[src/rtl/cht_ram.sv]
`timescale 1ns / 1ps
module cht_ram #(
  parameter int WIDTH = 8,
  parameter int DEPTH = 16
) (
  input  logic                     clk,
  input  logic                     we,
  input  logic [$clog2(DEPTH)-1:0] waddr,
  input  logic [WIDTH-1:0]         wdata,
  input  logic [$clog2(DEPTH)-1:0] raddr,
  output logic [WIDTH-1:0]         rdata
);
  logic [WIDTH-1:0] mem [DEPTH];
  logic [WIDTH-1:0] rdata_r;

  always_ff @(posedge clk) begin
    if (we) begin
      mem[waddr] <= wdata;
    end
    rdata_r <= mem[raddr];
  end

  assign rdata = rdata_r;
endmodule

[config.mk]
export PLATFORM = sky130hd
export DESIGN_NAME = cht_ram
export DESIGN_NICKNAME = d
export VERILOG_FILES = /design/src/rtl/cht_ram.sv
export SDC_FILE = /design/constraint.sdc
export NUM_CORES = 1
export LEC_CHECK = 0
export ABC_AREA = 0
export ABC_CLOCK_PERIOD_IN_PS = 4800
export BUFFER_PORTS_ARGS = -buffer_cell sky130_fd_sc_hd__buf_4
export CAP_MARGIN = 30
export CORE_MARGIN = 2
export CORE_UTILIZATION = 35
export CTS_CLUSTER_SIZE = 40
export DETAILED_ROUTE_END_ITERATION = 6
export REMOVE_ABC_BUFFERS = 1
export SETUP_SLACK_MARGIN = 0.5
export SLEW_MARGIN = 40
export SYNTH_ARGS = -nofsm -noshare
export SYNTH_HDL_FRONTEND = slang
export SYNTH_SLANG_ARGS = --single-unit
[constraint.sdc]
create_clock -name clk -period 4.8 [get_ports clk]
set_clock_uncertainty 0.1 [all_clocks]
set_input_delay 0 -clock clk [delete_from_list [all_inputs] [get_ports clk]]
set_output_delay 0 -clock clk [all_outputs]
set_load 0.01 [all_outputs]
==> results of run 1 <==
-- per-layer routing --
layer,vias up,GRT usage,share of wire
met4,0,0.0510,0.010
met5,-,0,0
met2,67,0.201,0.49
met1,1244,0.184,0.45
met3,7,0.0351,0.052
li1,1066,-,-
-- synth_stat cells (all sizes together) --
cell type,n,area share
clkdlybuf4s25,3,0.0058
dfxtp,8,0.031
buf,7,0.011
and2,1,0.0012
mux4,32,0.15
nand3,1,0.00097
nor2,13,0.0095
nand2,9,0.0066
nand3b,2,0.0029
and2b,1,0.0015
or3b,1,0.0017
nand2b,2,0.0024
nor3,4,0.0039
edfxtp,128,0.75
nor2b,1,0.0012
a22oi,16,0.023
-- final timing paths --
check / start / end / slack (ns) / cells past startpoint
setup / recovery: waddr[1] / mem[0][3] / 3.10 / 4
hold / removal: raddr[2] / rdata[6] / 0.005 / 4
setup reg to reg: mem[1][2] / rdata[2] / 3.33 / 3
hold reg to reg: mem[5][3] / rdata[3] / 0.57 / 3
-- worst max-delay path: cells and delay by family --
kind | cells | cell delay (ns)
buf+inv | 3 | 1.51
simple gates | 1 | 0.15
-- registers in the layout, summed over array words and instances, names as in the netlist --
register	flops
rdata	8
mem	128
-- logic make-up after synthesis --
| logic type | count (synthesis) | share of synthesized area |
|---|---|---|
| and+or+nand+nor | 35 | 0.0318 |
| muxes | 32 | 0.150 |
| buffers and inverters | 10 | 0.0168 |
| DFF | 136 | 0.778 |
| AOI/OAI and AO/OA | 16 | 0.0233 |
-- metrics by stage --
step	hold slack [ns]	power, mW	utilization	worst slack, ns
2_1_floorplan	-0.00113	1.41	-	3.21
3_3_place_gp	0.202	1.49	0.381	2.81
3_5_place_dp	0.225	1.49	0.383	2.99
4_1_cts	0.0156	2.80	0.431	3.11
5_1_grt	0.0277	2.86	0.432	3.02
6_report	0.00521	2.77	0.432	3.10
-- power groups by stage --
| stage | registers, mW | logic (mW) | clock network (mW) |
|---|---|---|---|
| floorplan | 1.36 | 0.0532 | 0 |
| global placement | 1.36 | 0.126 | 0 |
| detailed placement | 1.36 | 0.130 | 0 |
| CTS | 1.34 | 0.136 | 1.32 |
| global route | 1.34 | 0.146 | 1.37 |
| finish | 1.34 | 0.133 | 1.30 |
-- repair_timing --
item	in CTS	in global routing
hold endpoints to repair	136	0
hold buffers	10	0
endpoints found under the setup margin	0	0
-- area by class of cell --
type / instances / area, um^2
Clock buffer: 21 / 440
Clock inverter: 10 / 153
Fill cell: 1273 / 8200
Multi-Input combinational cell: 83 / 1090
Sequential cell: 136 / 4000
Tap cell: 184 / 230
Timing Repair Buffer: 38 / 310
==> impl_metrics.json, run 1 <==
{
  "insertion_delay_ns": 0.41,
  "fp.dieH_um": 125,
  "critPathCaptureType": "flop",
  "total_grt_usage": 0.132,
  "post_drt_wl_per_cell_um": 20.7,
  "cp_max_fo": 8,
  "slew_violations": 0,
  "route.vias.total": 2384,
  "drt_pre_antenna_iters": 4,
  "ctsResizeCount": 0,
  "nNetsFinal": 294,
  "p_seq_frac": 0.482,
  "cp_data_required_time_ns": 4.76,
  "clockRootBuffer": "sky130_fd_sc_hd__clkbuf_16",
  "post-dp-hpwl_um": 5980,
  "post_route_insts_no_fill": 472,
  "syn_avg_cell_area_um2": 22.5,
  "outcome": "finished clean",
  "mappedNetlistArea_mm2": 0.00515,
  "io_buffer_count": 25,
  "total_leakage_power_nw": 2.06,
  "synthCells": 229,
  "io_pins": 26,
  "number_of_violations_of_the_max_capacitance_limit": 0,
  "critical_path_arrival_ns": 1.66,
  "num_rows": 44,
  "maximum_clock_frequency_ghz": 0.587,
  "rsz0062_at_grt": "false",
  "wl_um": 9760,
  "internal_power_mw": 2.25,
  "final_layout_size_suffix_gt1_frac": 0.292,
  "cell_mode_on_critical_path": "sky130_fd_sc_hd__dlygate4sd3_1",
  "post_route_setup_tns_ns": 0,
  "via_density": 5.05,
  "total_switching_power_uw": 524,
  "die_width_um": 125,
  "synth_seq_area_share": 0.778,
  "number_of_global_route_vias_before_repair": 2532,
  "area.growth.synth_to_final_pct": 21.0,
  "grt_overflow": 0,
  "clk_path_buf_depth": 2,
  "cts_sinks": 136,
  "cts.clk_slew.worst_paths_ns": 0.05,
  "start_util": 0.357,
  "ir_drop_v": 0.000337,
  "drc": 0,
  "h-tree-depth": 4,
  "core-area_mm2": 0.0144,
  "layout_commonest_cell": "sky130_fd_sc_hd__edfxtp_1",
  "timing_hold_violations_final": 0,
  "pwr-share-clk": 0.470,
  "cpPeakStageDelay_ns": 0.81,
  "ys_seq_elements": 136,
  "routabilityCongestion": 0.706,
  "fin_crit_ns": 1.70,
  "critPathSlowestCell": "sky130_fd_sc_hd__dlygate4sd3_1",
  "antenna_left": 0,
  "worstPathCellList": "dlygate4sd3_1 > buf_4 > nor3_2 > dlygate4sd3_1",
  "initial_antenna_violation_count": 0,
  "cts_tree": "yes",
  "maximum_number_of_pins_on_one_net_before_global_route_repair": 33,
  "antenna_cells_inserted": 0,
  "placedCellCount": 431,
  "die_area_mm2": 0.0157,
  "dpl_cell_area_mm2": 0.00552,
  "critical_setup_path_class": "in -> reg",
  "synth_cell_type_count": 19,
  "max-slew-margin-rel": 0.457,
  "power_density_mw_per_mm2": 445,
  "critPathLaunchType": "input pin",
  "finalInstanceArea_mm2": 0.00623,
  "swShare": 0.189,
  "max_slew.worst_pin.slew_ns": 0.812,
  "worstHoldPathType": "in -> reg",
  "first_iter_violations": 193,
  "final-setup-viol-count": 0,
  "cts_buffers": 17,
  "min_period_over_period": 0.355,
  "yosys_warnings": 0,
  "cts_setup_buffers": 0,
  "power.share.combinational": 0.048,
  "global_route_wire_length_before_repair_um": 15000,
  "layout_common_cells": "sky130_fd_sc_hd__edfxtp_1, sky130_fd_sc_hd__buf_4, sky130_fd_sc_hd__mux4_2"
}
(Power assumes the default switching activity.)
==> run 2, diff against run 1 <==
ABC_CLOCK_PERIOD_IN_PS = 1540   (was 4800)
clock period = 1.54 ns   (was 4.8 ns; I/O delays follow)
==> run 2 against run 1 <==
  * Clock-buffer cell count grew 1
  * Highest routed layer unchanged
  * Final cell count increased by 4.0%
  * Final area increased by 1.6%
  * Sequential share of layout area shrank 1.0 points
  * Die area stayed put
  * Power rose to 3.0 times the previous value
  * Register-to-register slack got worse by 3.2 ns
==> impl_metrics.json, run 2 (synthesis results as in run 1) <==
{
  "critPathTopFamily": "multiplexers",
  "die_area_mm2": 0.0157,
  "drt_pre_antenna_iters": 4,
  "die_width_um": 125,
  "critical_path.reg2reg.endpoint": "rdata[3]",
  "swShare": 0.196,
  "pwr-share-clk": 0.446,
  "timing_hold_violations_final": 0,
  "core-area_mm2": 0.0144,
  "critPathCaptureType": "flop",
  "fin_crit_ns": 1.37,
  "cts_tree": "yes",
  "first_iter_violations": 235,
  "p_seq_frac": 0.498,
  "rr_worst_depth": 3,
  "cts.clk_slew.worst_paths_ns": 0.05,
  "cts_buffers": 17,
  "io_buffer_count": 25,
  "hold_path_depth": 3,
  "cp_data_required_time_ns": 1.72,
  "antenna_left": 0,
  "maximum_number_of_pins_on_one_net_before_global_route_repair": 17,
  "max_slew.worst_pin.slew_ns": 0.458,
  "critPathLaunchType": "flop",
  "global_route_wire_length_before_repair_um": 15700,
  "number_of_violations_of_the_max_capacitance_limit": 0,
  "routabilityCongestion": 0.706,
  "layout_common_cells": "sky130_fd_sc_hd__edfxtp_1, sky130_fd_sc_hd__buf_4, sky130_fd_sc_hd__mux4_2",
  "num_rows": 44,
  "clk_path_buf_depth": 2,
  "final_layout_size_suffix_gt1_frac": 0.378,
  "critical_setup_path_class": "reg -> reg",
  "h-tree-depth": 4,
  "io_pins": 26,
  "hold-worst-slack_ns": 0.00851,
  "wl_um": 10100,
  "start_util": 0.357,
  "slew_violations": 0,
  "worst-r2r-setup-slack_ns": 0.17,
  "total_switching_power_mw": 1.64,
  "post_route_setup_tns_ns": 0,
  "clockRootBuffer": "sky130_fd_sc_hd__clkbuf_16",
  "utilization": 0.439,
  "ir_drop_v": 0.000866,
  "multi_input_area_mm2": 0.00105,
  "finalInstanceArea_mm2": 0.00633,
  "timing.critical_path.buf_inv": 0,
  "regToRegStartpoint": "mem[11][3]",
  "maximum_clock_frequency_ghz": 0.731,
  "holdCritStartpoint": "waddr[0]",
  "fp.dieH_um": 125,
  "post-dp-hpwl_um": 6620,
  "via_density": 5.04,
  "cp_max_fo": 1,
  "rsz0062_at_grt": "true",
  "grt_overflow": 0,
  "drc": 0,
  "layout_commonest_cell": "sky130_fd_sc_hd__edfxtp_1",
  "holdPathEnd": "mem[0][7]",
  "outcome": "finished clean",
  "nNetsFinal": 312,
  "worstHoldPathType": "in -> reg",
  "number_of_global_route_vias_before_repair": 2575,
  "critical_path_arrival_ns": 1.55,
  "max-slew-margin-rel": 0.695,
  "final-setup-viol-count": 0,
  "route.vias.total": 2474,
  "total_grt_usage": 0.139,
  "post_drt_wl_per_cell_um": 20.5,
  "largest_reg_flops": 128,
  "regArea_mm2": 0.00401,
  "fillerInstances": 1256,
  "antenna_cells_inserted": 0,
  "power_density_mw_per_mm2": 1320,
  "initial_antenna_violation_count": 0,
  "internal_power_mw": 6.73,
  "min_period_over_period": 0.889,
  "dpl_cell_area_mm2": 0.00570,
  "insertion_delay_ns": 0.41,
  "total_leakage_power_nw": 2.10,
  "power.share.combinational": 0.056,
  "cpPeakStageDelay_ns": 0.49,
  "registers.top_by_ff_count": "mem",
  "worstPathCellList": "mux4_2 > a22oi_2 > nand2_1",
  "area.growth.synth_to_final_pct": 22.9,
  "critPathSlowestCell": "sky130_fd_sc_hd__mux4_2",
  "cts_sinks": 136
}
run 2: changes by cell type in the layout (fill, tap and decap cells not counted), sizes merged:
cell         previous run  this run
buf                    28        48
clkbuf                 21        22
clkinv                  4         6
dlygate4sd3            10         8
bufinv                  4         2
run 2: final cells by class:
class | count | share of cell area
repair buffers | 56 | 0.0775
clock buffers | 22 | 0.0702
well taps | 184 | 0.0364
multi-input cells | 83 | 0.167
flip-flops and latches | 136 | 0.633
clock inverters | 10 | 0.0164
run 2: per-layer routing:
layer | global-route usage | part of all wire | vias to the layer above
met3 | 0.0428 | 0.049 | 12
met4 | 0.0523 | 0.012 | 0
met1 | 0.196 | 0.46 | 1306
met5 | 0 | 0 | -
met2 | 0.205 | 0.48 | 64
li1 | - | - | 1092
run 2: stage by stage:
stage	setup WS, ns	cells	power, mW
final	0.171	491	8.37
after global routing	0.118	491	8.64
after CTS	0.175	491	8.46
after detailed placement	0.0496	451	4.68
after global placement	0.0426	451	4.67
after floorplan	-0.0529	219	4.41
run 2: power by group through the flow:
stage / Sequential [mW] / Clock, mW / Combinational (mW)
2_1_floorplan: 4.24 / 0 / 0.166
3_3_place_gp: 4.24 / 0 / 0.427
3_5_place_dp: 4.25 / 0 / 0.435
4_1_cts: 4.17 / 3.81 / 0.474
5_1_grt: 4.18 / 3.95 / 0.507
6_report: 4.17 / 3.73 / 0.466
run 2: worst max path at each step:
stage	startpoint	to	slack [ns]	cells past startpoint
6_report	mem[11][3]	rdata[3]	0.17	3
3_5_place_dp	raddr[0]	rdata[4]	0.05	5
3_3_place_gp	raddr[0]	rdata[4]	0.04	5
4_1_cts	mem[11][4]	rdata[4]	0.17	3
5_1_grt	mem[11][4]	rdata[4]	0.12	3
2_1_floorplan	waddr[2]	mem[0][0]	-0.05	2
run 2: worst reg2reg max path, stage by stage, from the launching register on:
cell and delay (ns):
sky130_fd_sc_hd__edfxtp_1 0.36, sky130_fd_sc_hd__mux4_2 0.49, sky130_fd_sc_hd__a22oi_2 0.20, sky130_fd_sc_hd__nand2_1 0.09
run 2: what timing repair did:
action / CTS / global route
endpoints found under the hold margin: 147 / 0
gates cloned: 0 / 0
setup buffers: 0 / 0
hold buffers: 8 / 0
resized for setup: 20 / 3
setup endpoints to repair: 9 / 10
pin swaps: 14 / 0
